[src/mrlm_pkg.sv]
`timescale 1ns / 1ps
`default_nettype none
// ----------------------------------------------------------------------------
// mrlm_pkg - shared types and constants of the modem result line matcher
// Holds the reply word table, character codes and the channel item types.
// ----------------------------------------------------------------------------
package mrlm_pkg;

  // Reply word table geometry
  localparam int WORD_COUNT    = 8;
  localparam int CODE_W        = 3;
  localparam int POS_W         = 4;
  localparam int WORD_MAX_LEN  = 14;
  localparam int TEXT_W        = WORD_MAX_LEN * 8;

  localparam logic [POS_W-1:0] POS_MAX = 4'd15;

  // Character codes, parity bit already stripped
  localparam logic [6:0] CHAR_CR  = 7'h0d;
  localparam logic [6:0] CHAR_LF  = 7'h0a;
  localparam logic [6:0] CHAR_SP  = 7'h20;
  localparam logic [6:0] CHAR_TAB = 7'h09;

  // Reply codes
  localparam logic [CODE_W-1:0] REPLY_INITIATING = 3'd0;

  // Reply words, right aligned: last character in the low byte
  localparam logic [TEXT_W-1:0] REPLY_TEXT [WORD_COUNT] = '{
    "INITIATING",
    "NO DIAL TONE",
    "BUSY",
    "NO RINGING",
    "NO ANSWER TONE",
    "NO ANSWER",
    "VOICE DETECTED",
    "CALL FAILED"
  };

  localparam logic [POS_W-1:0] REPLY_LEN [WORD_COUNT] = '{
    4'd10, 4'd12, 4'd4, 4'd10, 4'd14, 4'd9, 4'd14, 4'd11
  };

  // Channel items
  typedef struct packed {
    logic [7:0] rx_byte;
  } in_item_t;

  typedef struct packed {
    logic              connected;
    logic [CODE_W-1:0] reply_code;
  } out_item_t;

  // Character of word k at position p; meaningful only while p < length
  function automatic logic [7:0] reply_char(input logic [CODE_W-1:0] k,
                                            input logic [POS_W-1:0] p);
    logic [POS_W-1:0]  idx;
    logic [TEXT_W-1:0] word;
    idx  = REPLY_LEN[k] - p - 4'd1;
    word = REPLY_TEXT[k] >> {idx, 3'b000};
    return word[7:0];
  endfunction

endpackage
`default_nettype wire

[src/mrlm_if.sv]
`timescale 1ns / 1ps
`default_nettype none
// ----------------------------------------------------------------------------
// mrlm_in_if / mrlm_out_if - valid/ready channels of the line matcher
// One interface per channel; an item moves when valid and ready are high.
// ----------------------------------------------------------------------------
interface mrlm_in_if;
  logic       valid;
  logic       ready;
  logic [7:0] rx_byte;

  modport source (output valid, output rx_byte, input ready);
  modport sink   (input valid, input rx_byte, output ready);
endinterface

interface mrlm_out_if;
  logic                      valid;
  logic                      ready;
  logic                      connected;
  logic [mrlm_pkg::CODE_W-1:0] reply_code;

  modport source (output valid, output connected, output reply_code, input ready);
  modport sink   (input valid, input connected, input reply_code, output ready);
endinterface
`default_nettype wire

[src/modem_result_line_matcher.sv]
`timescale 1ns / 1ps
`default_nettype none
// ----------------------------------------------------------------------------
// modem_result_line_matcher - modem reply line matcher
// Strips parity, skips leading blanks, tracks the reply word prefixes of the
// current line and reports the first matching word when a line closes.
// ----------------------------------------------------------------------------
//  channel  | dir | payload                        | handshake
//  in_ch    | in  | rx_byte[7:0]                   | valid / ready
//  out_ch   | out | connected, reply_code[2:0]     | valid / ready
//
//  One item per cycle sustained; an item is taken into the input register,
//  then matched and retired from it, and a result is loaded into the result
//  register as its closing CR or LF retires.
//  Reset (rst_n low, synchronous) empties both registers and clears the line.
//  A held result stalls only a closing byte that would give a result; other
//  items keep flowing past it.
// ----------------------------------------------------------------------------
module modem_result_line_matcher (
  input  wire logic   clk,
  input  wire logic   rst_n,
  mrlm_in_if.sink     in_ch,
  mrlm_out_if.source  out_ch
);

  localparam int N = mrlm_pkg::WORD_COUNT;

  // Input register
  logic                       s1_valid_r;
  logic [7:0]                 s1_byte_r;

  // Line state
  logic [N-1:0]               match_r, match_nxt;
  logic [mrlm_pkg::POS_W-1:0] pos_r, pos_nxt;
  logic                       started_r, started_nxt;

  // Result register
  logic                       out_valid_r;
  mrlm_pkg::out_item_t        out_r, out_nxt;

  logic [6:0]                 ch;
  logic                       is_eol, is_blank;
  logic [N-1:0]               mismatch, complete;
  logic                       hit;
  logic [mrlm_pkg::CODE_W-1:0] hit_code;
  logic                       give_result, line_clear;
  logic                       out_free, s1_advance, in_fire;

  // Decode the byte held in the input register
  assign ch       = s1_byte_r[6:0];
  assign is_eol   = (ch == mrlm_pkg::CHAR_CR) || (ch == mrlm_pkg::CHAR_LF);
  assign is_blank = (ch == mrlm_pkg::CHAR_SP) || (ch == mrlm_pkg::CHAR_TAB);

  // Compare against every reply word in parallel
  always_comb begin
    for (int k = 0; k < N; k++) begin
      mismatch[k] = (pos_r < mrlm_pkg::REPLY_LEN[k]) &&
                    (mrlm_pkg::reply_char(mrlm_pkg::CODE_W'(k), pos_r) != {1'b0, ch});
      complete[k] = match_r[k] && (pos_r >= mrlm_pkg::REPLY_LEN[k]);
    end
  end

  // Pick the first complete word in table order
  always_comb begin
    hit_code = '0;
    for (int k = N - 1; k >= 0; k--) begin
      if (complete[k]) begin
        hit_code = mrlm_pkg::CODE_W'(k);
      end
    end
  end
  assign hit = |complete;

  assign line_clear  = is_eol && started_r;
  assign give_result = line_clear && hit;

  // Handshake: hold a result-giving item while the result register is full and not being taken
  assign out_free   = !out_valid_r || out_ch.ready;
  assign s1_advance = s1_valid_r && (!give_result || out_free);
  assign in_ch.ready = !s1_valid_r || s1_advance;
  assign in_fire     = in_ch.valid && in_ch.ready;

  // Next line state
  always_comb begin
    match_nxt   = match_r;
    pos_nxt     = pos_r;
    started_nxt = started_r;
    priority if (line_clear) begin
      match_nxt   = '1;
      pos_nxt     = '0;
      started_nxt = 1'b0;
    end else if (is_eol || (is_blank && !started_r)) begin
      // blank line or leading blank: leave the line untouched
    end else begin
      match_nxt   = match_r & ~mismatch;
      pos_nxt     = (pos_r < mrlm_pkg::POS_MAX) ? pos_r + 4'd1 : pos_r;
      started_nxt = 1'b1;
    end
  end

  always_comb begin
    out_nxt.connected  = (hit_code == mrlm_pkg::REPLY_INITIATING);
    out_nxt.reply_code = hit_code;
  end

  // Advance the input register
  always_ff @(posedge clk) begin
    if (!rst_n) begin
      s1_valid_r <= 1'b0;
    end else if (in_ch.ready) begin
      s1_valid_r <= in_ch.valid;
    end
  end

  always_ff @(posedge clk) begin
    if (in_fire) begin
      s1_byte_r <= in_ch.rx_byte;
    end
  end

  // Update the line state when an item retires
  always_ff @(posedge clk) begin
    if (!rst_n) begin
      match_r   <= '1;
      pos_r     <= '0;
      started_r <= 1'b0;
    end else if (s1_advance) begin
      match_r   <= match_nxt;
      pos_r     <= pos_nxt;
      started_r <= started_nxt;
    end
  end

  // Load or drop the result register
  always_ff @(posedge clk) begin
    if (!rst_n) begin
      out_valid_r <= 1'b0;
    end else if (s1_advance && give_result) begin
      out_valid_r <= 1'b1;
    end else if (out_ch.ready) begin
      out_valid_r <= 1'b0;
    end
  end

  always_ff @(posedge clk) begin
    if (s1_advance && give_result) begin
      out_r <= out_nxt;
    end
  end

  assign out_ch.valid      = out_valid_r;
  assign out_ch.connected  = out_r.connected;
  assign out_ch.reply_code = out_r.reply_code;

  // Checks
  a_idle_line_clean: assert property (@(posedge clk) disable iff (!rst_n)
    !started_r |-> (pos_r == '0) && (match_r == '1))
    else $error("line not started but line state dirty");

  a_pos_saturates: assert property (@(posedge clk) disable iff (!rst_n)
    (pos_r == mrlm_pkg::POS_MAX) && !(s1_advance && line_clear)
      |=> (pos_r == mrlm_pkg::POS_MAX))
    else $error("position counter wrapped");

  a_result_closes_line: assert property (@(posedge clk) disable iff (!rst_n)
    (s1_advance && give_result) |=> out_valid_r && !started_r)
    else $error("result given without closing the line");

  a_no_overwrite: assert property (@(posedge clk) disable iff (!rst_n)
    (out_valid_r && !out_ch.ready) |-> !(s1_advance && give_result))
    else $error("pending result overwritten");

endmodule
`default_nettype wire

[src/flat_wrapper.sv]
// flat-port wrapper written by rule: the top's interface ports become plain ports
module modem_result_line_matcher_flat 
  (clk, rst_n, in_ch_valid, in_ch_rx_byte, in_ch_ready, out_ch_valid, out_ch_connected, out_ch_reply_code, out_ch_ready);
  mrlm_in_if in_ch_i ();
  mrlm_out_if out_ch_i ();
  input  wire logic clk;
  input  wire logic rst_n;
  input wire logic [$bits(in_ch_i.valid)-1:0] in_ch_valid;
  input wire logic [$bits(in_ch_i.rx_byte)-1:0] in_ch_rx_byte;
  output wire logic [$bits(in_ch_i.ready)-1:0] in_ch_ready;
  output wire logic [$bits(out_ch_i.valid)-1:0] out_ch_valid;
  output wire logic [$bits(out_ch_i.connected)-1:0] out_ch_connected;
  output wire logic [$bits(out_ch_i.reply_code)-1:0] out_ch_reply_code;
  input wire logic [$bits(out_ch_i.ready)-1:0] out_ch_ready;
  assign in_ch_i.valid = in_ch_valid;
  assign in_ch_i.rx_byte = in_ch_rx_byte;
  assign in_ch_ready = in_ch_i.ready;
  assign out_ch_valid = out_ch_i.valid;
  assign out_ch_connected = out_ch_i.connected;
  assign out_ch_reply_code = out_ch_i.reply_code;
  assign out_ch_i.ready = out_ch_ready;
  modem_result_line_matcher u_core (.clk(clk), .rst_n(rst_n), .in_ch(in_ch_i), .out_ch(out_ch_i));
endmodule
[config.mk]
export PLATFORM = sky130hd
export DESIGN_NAME = modem_result_line_matcher_flat
export DESIGN_NICKNAME = d
export VERILOG_FILES = /design/src/mrlm_pkg.sv /design/src/mrlm_if.sv /design/src/modem_result_line_matcher.sv /design/src/flat_wrapper.sv
export SDC_FILE = /design/constraint.sdc
export NUM_CORES = 1
export LEC_CHECK = 0
export ABC_AREA = 1
export ABC_CLOCK_PERIOD_IN_PS = 3000
export BUFFER_PORTS_ARGS = -buffer_cell sky130_fd_sc_hd__buf_2
export CORE_ASPECT_RATIO = 1.5
export CORE_MARGIN = 3
export CORE_UTILIZATION = 55
export DETAILED_ROUTE_END_ITERATION = 7
export HOLD_SLACK_MARGIN = 0.08
export PLACE_DENSITY = 0.73
export SYNTH_ARGS = -nofsm -noshare
export SYNTH_HDL_FRONTEND = slang
export SYNTH_SLANG_ARGS = --single-unit
[constraint.sdc]
create_clock -name clk -period 3 [get_ports clk]
set_input_delay 0.15 -clock clk [delete_from_list [all_inputs] [get_ports clk]]
set_output_delay 0.15 -clock clk [all_outputs]
set_load 0.02 [all_outputs]
==> impl_metrics.yaml, run 1 <==
timing:
  worst_slew_pin_slew_ns: 0.614
  fin_skew_ns: 0.00658
  setup-tns-final_ns: 0
  worst_hold_slack_ns: 0.0997
  fmax_ghz: 0.385
  setup_viol: 0
  period_share: 0.865
  hold_viol: 0
  final_max_slew_viol_count: 0
  min_period_ns: 2.59
  max_slew_margin: 0.591
  fin_ws_ns: 0.406
  rsz0062_at_grt: "no"
die:
  die_h_um: 97.4
  core_mm2: 0.00525
  start_util: 0.584
  rows: 32
  ioPinCount: 18
  die_area_mm2: 0.00652
  die_x_um: 66.9
global_routing:
  grt_pass1_wl_mm: 14.8
  grt_start_max_net_pins: 17
  antenna_found_initial: 0
  grt_pass1_vias: 3061
  grt.total_usage: 0.296
  grt-ovfl-total: 0
layout:
  fin_cells: 604
  syn_to_final_growth_pct: 9.64
  final_nets: 571
  post-route-util: 0.640
  layout-drive-gt1-share: 0.101
  antenna_cells: 0
routing:
  firstDrtPassIters: 5
  drc: 0
  routed_wl_mm: 9.20
  met1_length_mm: 3.72
  viasPerCell: 5.54
  num_vias: 3348
  drtIter0Drc: 228
  wl_met2_mm: 4.64
  postRouteAntennaNets: 0
  highest_layer: "met4"
  wl_per_cell_um: 15.2
  wl_met3_um: 468
clocking:
  cts_setup_buffers: 0
  post_cts_resized: 0
  root_buffer: "clkbuf_8"
  clk_pin_slew_ns: 0.09
  numCtsBuffers: 3
  clk_latency_ns: 0.27
  htree_levels: 1
  clock-sinks: 26
  cts_tree: "built"
  postCtsHoldBufs: 7
  clock_path_buffers: 2
worst_setup_path:
  max_stage_delay_ns: 0.42
  worst_path_max_delay_cell: "ha_1"
  crit_top_cell: "nand2_1"
  cp.required_ns: 3.21
  worstPathMaxFanout: 10
  critPathCaptureType: "register"
  path_cells: "inv_1 -> ha_1 -> inv_2 -> ha_1 -> inv_1 -> nor2_1 -> o21ai_0 -> nand2_1 -> nor2_1 -> nor3_1 -> nand3_1 -> nand3_1 -> nand2_1 -> nand2_1"
  path_class: "register to register"
  worstPathArrival_ns: 2.81
  cp-start-kind: "register"
synth:
  synth-edff-count: 11
  synth_area_leaders: "nand2_1, edfxtp_1, dfxtp_1"
  async_flop_share: 0
  ys_warn_count: 0
  synthTopCellsByCount: "nand2_1, nand3_1, nor2_1"
  ys_seq_area_frac: 0.206
  postSynthCellCount: 514
  synth_nets: 548
  ys_seq_elements: 26
  synth_ff_type: "dfxtp_1"
  syn-cell-area_mm2: 0.00306
  syn_area_per_cell_um2: 5.96
  yosysMostFrequentCell: "nand2_1"
  ys_types: 34
  synth.top_cell.area_share: 0.240
  synth_top_area_cell: "nand2_1"
power_and_ir_drop:
  irDropWorstVdd_v: 0.000387
  p_leak_uw: 0.00176
  power_density_mw_per_mm2: 299
placement:
  pre_cts_slack_ns: 0.454
  dp.cells: 593
  hpwlAfterDp_mm: 7.02
  io_buffers: 16
  place.gp.congestion: 1.01
run:
  cap_viol_max_count: 0
status:
  outcome: "complete, no violations"
worst_hold_path:
  min_path_type: "input port to register"
[metrics by stage]
stage	total power (uW)	area [um^2]
2_1_floorplan	633	3060
3_3_place_gp	706	3220
3_5_place_dp	711	3220
4_1_cts	1000	3360
5_1_grt	1060	3360
6_report	1000	3360
[cells in the final DEF (no fill, tap or decap), types with 11 or more instances in the layout]
cell type,n
a21oi_1,12
buf_2,16
buf_4,12
dfxtp_1,15
edfxtp_1,11
ha_1,22
inv_1,37
nand2_1,196
nand3_1,49
nor2_1,42
o21ai_0,41
xor2_1,20
[report_power, final]
part	internal [uW]	total (uW)	switching [uW]
sequential	387	414	26.6
combinational	108	303	195
clock	179	287	108
[critical path: cells and delay by family, from the launching register on]
kind / cells / cell delay (ns)
adders and majority gates: 2 / 0.75
AOI/OAI and AO/OA: 1 / 0.11
buffers and inverters: 3 / 0.53
DFF: 1 / 0.32
and+or+nand+nor: 8 / 0.82
[flip-flops by register name, indices dropped and copies added, names as in the netlist]
signal,count
u_core.started_r,1
u_core.pos_r,4
u_core.out_ch.valid,1
u_core.s1_byte_r,7
u_core.match_r,8
u_core.out_ch.reply_code,3
u_core.s1_valid_r,1
u_core.out_ch.connected,1
[cell families after synthesis]
kind of cell	Yosys count	synth area share
and+or+nand+nor	312	0.426
adders and majority gates	22	0.0899
DFF	26	0.206
buffers and inverters	64	0.0939
xor gates and xnor gates	20	0.0572
AOI/OAI and AO/OA	70	0.127
[path summary, 6_finish.rpt]
check,start,to,slack (ns),cells past startpoint
worst min-delay path,rst_n,u_core.match_r[7],0.1,2
worst max register to register,u_core.pos_r[1],u_core.match_r[3],0.41,14
worst min register to register,u_core.match_r[0],u_core.match_r[0],0.45,2
worst max-delay path,u_core.pos_r[1],u_core.match_r[3],0.41,14
[routing by layer]
metal,vias to the layer above,GRT usage
met5,-,0
met1,1502,0.354
met2,111,0.524
met4,0,0.123
li1,1708,-
met3,27,0.0255
[cell type report]
type                       instances  area [um^2]
multi-input combinational        424         2140
fill                             541         1890
sequential                        26          631
timing repair buffer              35          240
inverter                          47          186
tap                               68         85.1
clock buffer                       3         41.3
clock inverter                     1         30.0
Note: power is estimated with default switching activity, not from simulation.
==> run 2: changes to the inputs <==
Settings changed: ABC_AREA 1 to default.
==> run 2 against run 1 <==
Count of clock-buffer cells in the layout unchanged. Critical endpoint is now u_core.match_r[5]. Die area up 4.4%. Global-route usage fell by 1.1 points. Via count down 1.9%. Combinational power increased by 17%. Sequential power is 4% higher. Largest cell class unchanged. Synthesized cell count down 17%. Total power grew 8.3%. First-iteration DRC count is 2.2% lower.
==> impl_metrics.yaml, run 2 <==
placement:
  hpwlAfterDp_mm: 6.82
  place.gp.congestion: 0.927
  io_buffers: 16
  pre_cts_slack_ns: 0.334
clocking:
  clk_latency_ns: 0.28
  clock_path_buffers: 2
  cts_tree: "built"
  clk_pin_slew_ns: 0.10
  htree_levels: 1
  numCtsBuffers: 3
  clock-sinks: 26
  root_buffer: "clkbuf_8"
  cts_setup_buffers: 0
global_routing:
  grt.busiest_layer: "met2"
  grt-ovfl-total: 0
  use_met3: 0.0441
  grt_start_max_net_pins: 20
  grt_util_met1: 0.350
  grt_pass1_vias: 3173
  antenna_found_initial: 0
  grt_pass1_wl_mm: 15.1
  use_met2: 0.462
  grt.total_usage: 0.285
synth:
  yosysMostFrequentCell: "a21oi_1"
  ys_seq_elements: 26
  ys_warn_count: 0
  synth_nets: 459
  ys_types: 60
  synthTopCellsByCount: "a21oi_1, nand2_1, o21ai_0"
  postSynthCellCount: 425
  async_flop_share: 0
  synth_area_leaders: "edfxtp_1, dfxtp_1, ha_1"
  synth.top_cell.area_share: 0.103
  synth_top_area_cell: "edfxtp_1"
  syn_area_per_cell_um2: 7.55
  ys_seq_area_frac: 0.197
  synth-edff-count: 11
  syn-cell-area_mm2: 0.00321
  synth_ff_type: "dfxtp_1"
timing:
  fin_skew_ns: 0.00145
  setup_viol: 0
  period_share: 0.915
  fin_ws_ns: 0.254
  fmax_ghz: 0.364
  rsz0062_at_grt: "no"
  final_max_slew_viol_count: 0
  hold_viol: 0
  max_slew_margin: 0.473
  min_period_ns: 2.75
  worst_slew_pin_slew_ns: 0.790
  setup-tns-final_ns: 0
worst_setup_path:
  crit_top_cell: "ha_1"
  path_class: "register to register"
  reg2reg_from: "u_core.pos_r[0]"
  path_cells: "inv_2 -> ha_1 -> ha_1 -> xnor2_1 -> a211oi_1 -> or4_1 -> nor4_1 -> nand4b_1 -> o211ai_2"
  r2r_slack_ns: 0.25
  worstPathMaxFanout: 8
  critical_path.startpoint: "u_core.pos_r[0]"
  critPathCaptureType: "register"
  worstPathArrival_ns: 2.96
  reg2regPathDepth: 9
  worst_path_max_delay_cell: "or4_1"
  r2r_end: "u_core.match_r[5]"
  cp.required_ns: 3.21
  max_stage_delay_ns: 0.56
  timing.critical_path.to: "u_core.match_r[5]"
  cp-start-kind: "register"
power_and_ir_drop:
  p_leak_uw: 0.00140
  p_sw_uw: 365
  power_density_mw_per_mm2: 304
  power_frac_seq: 0.397
  irDropWorstVdd_v: 0.000207
  power_frac_clock: 0.278
  combinationalPowerShare: 0.325
  p_sw_frac: 0.336
  internal_power_uw: 722
layout:
  final_common_cell: "a21oi_1"
  final_nets: 483
  syn_to_final_growth_pct: 11.3
  layout_common_cells: "a21oi_1, nand2_1, o21ai_0"
  reg_top3: "u_core.match_r: 8 flops, u_core.s1_byte_r: 7 flops, u_core.pos_r: 4 flops"
  antenna_cells: 0
  top_register: "u_core.match_r"
  post-route-util: 0.640
  layout-drive-gt1-share: 0.129
  largest_register_ffs: 8
  n_fill_cell: 509
status:
  outcome: "complete, no violations"
die:
  die_x_um: 68.4
  start_util: 0.576
  ioPinCount: 18
  core_mm2: 0.00557
  rows: 33
  die_area_mm2: 0.00680
  die_h_um: 99.5
routing:
  num_vias: 3286
  postRouteAntennaNets: 0
  drtIter0Drc: 223
  wl_per_cell_um: 17.8
  firstDrtPassIters: 5
  drc: 0
  viasPerCell: 6.34
  routed_wl_mm: 9.23
worst_hold_path:
  min_path_type: "input port to register"
run:
  cap_viol_max_count: 0
## run 2: cell count changes after synthesis, sizes merged, moves of 8 or more
cell,previous run,this run
nor2,45,19
nand3,52,14
nor2b,0,12
nand2,199,39
o21ai,44,36
clkbuf,3,12
xnor2,0,25
a31oi,2,11
inv,47,19
a21oi,14,43
nand2b,0,10
mux2i,0,9
## run 2: cell families after synthesis
group                    synth area share
buffers and inverters              0.0675
XOR/XNOR                            0.130
adder cells (fa/ha/maj)            0.0858
multiplexers                       0.0281
flip-flops                          0.197
AND/OR/NAND/NOR                     0.228
AO/OA/AOI/OAI                       0.264
## run 2: per-stage QoR
stage                     cells  power (uW)  instance area, um^2  hold slack, ns
after floorplan             425         683                 3210           0.239
after global placement      507         771                 3430           0.326
after detailed placement    507         777                 3430           0.329
after CTS                   518        1080                 3570           0.113
after global routing        518        1140                 3570           0.118
final                       518        1090                 3570           0.120
## run 2: worst max-delay path, delay by kind of cell, from the launching register on
| kind | cells | cell delay, ns |
|---|---|---|
| flops | 1 | 0.35 |
| compound gates | 2 | 0.28 |
| simple gates | 3 | 1.01 |
| xor+xnor | 1 | 0.27 |
| fa+ha+maj | 2 | 0.73 |
| buf+inv | 1 | 0.04 |
## run 2: final cells by class
type                            instances  area [um^2]  share of cell area
Multi-Input combinational cell        350         2360               0.662
Sequential cell                        26          631               0.177
Timing Repair Buffer                   49          345              0.0967
Tap cell                               70         87.6              0.0245
Inverter                               19         71.3              0.0200
Clock buffer                            3         41.3              0.0116
Clock inverter                          1         30.0             0.00841
## run 2: timing repair
item,4_1_cts,5_1_grt
hold buffers,7,0
setup endpoints to repair,0,1
gates resized for setup,0,1
hold endpoints to repair,7,0
## run 2: power groups by stage
stage	clock network (uW)	logic (uW)	registers [uW]
6_report	302	353	431
5_1_grt	319	390	435
4_1_cts	302	347	430
3_5_place_dp	0	339	438
3_3_place_gp	0	332	438
2_1_floorplan	0	275	408
## run 2: routing by layer
layer  vias to the layer above  wire, um
met3                        40       649
met2                       156      4470
met1                      1494      3670
met4                         0       436
met5                         -         0
li1                       1596         -
## run 2: worst min path at each step
stage / slack, ns / to / start / cells after the start
floorplan: 0.24 / u_core.match_r[1] / rst_n / 1
global placement: 0.33 / u_core.s1_byte_r[1] / in_ch_rx_byte[1] / 1
detailed placement: 0.33 / u_core.s1_byte_r[2] / in_ch_rx_byte[2] / 1
CTS: 0.11 / u_core.s1_valid_r / in_ch_valid / 3
global route: 0.12 / u_core.s1_valid_r / in_ch_valid / 3
finish: 0.12 / u_core.s1_valid_r / in_ch_valid / 3
==> run 3: changes to the inputs <==
Settings changed: CTS_BUF_LIST from default to sky130_fd_sc_hd__clkbuf_2, REMOVE_ABC_BUFFERS from default to 1.
==> run 3 against run 2 <==
Setup slack lost 0.057 ns. Global-route usage grew 0.95 points. Wire length grew 3.7%. Largest cell class unchanged. Highest routed layer unchanged.
==> impl_metrics.yaml, run 3 (same netlist as run 2, synthesis figures left out) <==
routing:
  wl_per_cell_um: 18.4
  viasPerCell: 6.40
  postRouteAntennaNets: 0
  drc: 0
  drtIter0Drc: 219
  routed_wl_mm: 9.58
  firstDrtPassIters: 4
  num_vias: 3334
placement:
  hpwlAfterDp_mm: 6.87
  place.gp.congestion: 0.902
  placed_cell_area_mm2: 0.00343
  io_buffers: 16
clocking:
  cts_tree: "built"
  htree_levels: 1
  clock-sinks: 26
  cts_setup_buffers: 0
  clk_latency_ns: 0.39
  root_buffer: "clkbuf_2"
  numCtsBuffers: 3
  clk_pin_slew_ns: 0.27
  clock_path_buffers: 2
die:
  die_x_um: 68.4
  die_h_um: 99.5
  core_mm2: 0.00557
  ioPinCount: 18
  start_util: 0.576
  rows: 33
  die_area_mm2: 0.00680
layout:
  antenna_cells: 0
  final_common_cell: "a21oi_1"
  reg_top3: "u_core.match_r: 8 flops, u_core.s1_byte_r: 7 flops, u_core.pos_r: 4 flops"
  top_register: "u_core.match_r"
  syn_to_final_growth_pct: 11.4
  final_nets: 486
  final_area_mm2: 0.00357
  largest_register_ffs: 8
  layout_common_cells: "a21oi_1, nand2_1, o21ai_0"
  n_fill_cell: 531
  layout-drive-gt1-share: 0.129
  multiInputGateArea_mm2: 0.00236
  regArea_um2: 631
timing:
  hold_viol: 0
  worst_hold_slack_ns: 0.453
  max_slew_margin: 0.421
  worst_slew_pin_slew_ns: 0.869
  final_max_slew_viol_count: 0
  rsz0062_at_grt: "no"
  setup_viol: 0
  fin_skew_ns: 0.0128
  fmax_ghz: 0.357
  setup-tns-final_ns: 0
  min_period_ns: 2.80
  period_share: 0.935
global_routing:
  grt_pass1_wl_mm: 15.3
  grt_pass1_vias: 3129
  grt_start_max_net_pins: 22
  grt-ovfl-total: 0
  grt.total_usage: 0.294
  antenna_found_initial: 0
power_and_ir_drop:
  power_frac_seq: 0.419
  combinationalPowerShare: 0.351
  p_sw_uw: 368
  irDropWorstVdd_v: 0.000182
  p_sw_frac: 0.358
  total_power_uw: 1030
  internal_power_uw: 660
  p_leak_uw: 0.00140
  power_density_mw_per_mm2: 287
  power_frac_clock: 0.230
worst_setup_path:
  cp-start-kind: "register"
  worstPathMaxFanout: 17
  critPathCaptureType: "register"
  worstPathArrival_ns: 3.16
  path_class: "register to register"
  cp.required_ns: 3.35
status:
  outcome: "complete, no violations"
worst_hold_path:
  min_path_type: "input port to register"
run:
  cap_viol_max_count: 0
[run 3: changes by cell type in the layout (fill, tap and decap cells not counted)]
cell / delta
clkbuf_2: +3
clkbuf_8: -3
dlygate4sd3_1: +3
[run 3: worst max-delay path: stages (launching register included)]
cell      delay [ns]
dfxtp_1         0.41
buf_4           0.24
ha_1            0.20
inv_1           0.08
ha_1            0.44
a21oi_1         0.11
a221oi_1        0.26
a21oi_1         0.08
nor3_1          0.24
a21oi_1         0.07
nor4_1          0.44
o32a_1          0.22
[run 3: path summary, 6_finish.rpt]
check,startpoint,endpoint,slack (ns),depth (start not counted)
worst max-delay path,u_core.pos_r[0],u_core.match_r[7],0.20,11
worst min-delay path,in_ch_rx_byte[3],u_core.s1_byte_r[3],0.45,2
worst max register to register,u_core.pos_r[0],u_core.match_r[7],0.20,11
worst min register to register,u_core.match_r[2],u_core.match_r[2],0.51,2
[run 3: final cells by class]
| cell class | count | share of cell area |
|---|---|---|
| flip-flops and latches | 26 | 0.176 |
| repair buffers | 52 | 0.105 |
| multi-input cells | 350 | 0.661 |
| inverters | 19 | 0.0200 |
| clock inverters | 1 | 0.00840 |
| clock buffers | 3 | 0.00420 |
| well taps | 70 | 0.0245 |
[run 3: power by group through the flow]
stage	clock, uW	combinational, uW	sequential [uW]
after floorplan	0	230	438
after global placement	0	337	434
after detailed placement	0	343	436
after CTS	237	356	428
after global routing	252	398	432
final	236	361	430
[run 3: repair_timing]
item,CTS,global route
endpoints found under the setup margin,0,1
endpoints found under the hold margin,11,0
hold buffers,10,0
resized for setup,0,1
[run 3: metal layers]
metal  part of all wire  track usage  up-vias
li1                   -            -     1601
met1               0.40        0.361     1549
met2               0.49        0.496      151
met3              0.071       0.0395       33
met4              0.040        0.133        0
met5                  0            0        -
[run 3: per-stage QoR]
| step | util | setup slack, ns | instances |
|---|---|---|---|
| final | 0.641 | 0.196 | 521 |
| after global routing | 0.641 | 0.0210 | 521 |
| after CTS | 0.641 | 0.194 | 521 |
| after detailed placement | 0.615 | 0.335 | 507 |
| after global placement | 0.615 | 0.368 | 507 |
| after floorplan | - | -0.157 | 395 |
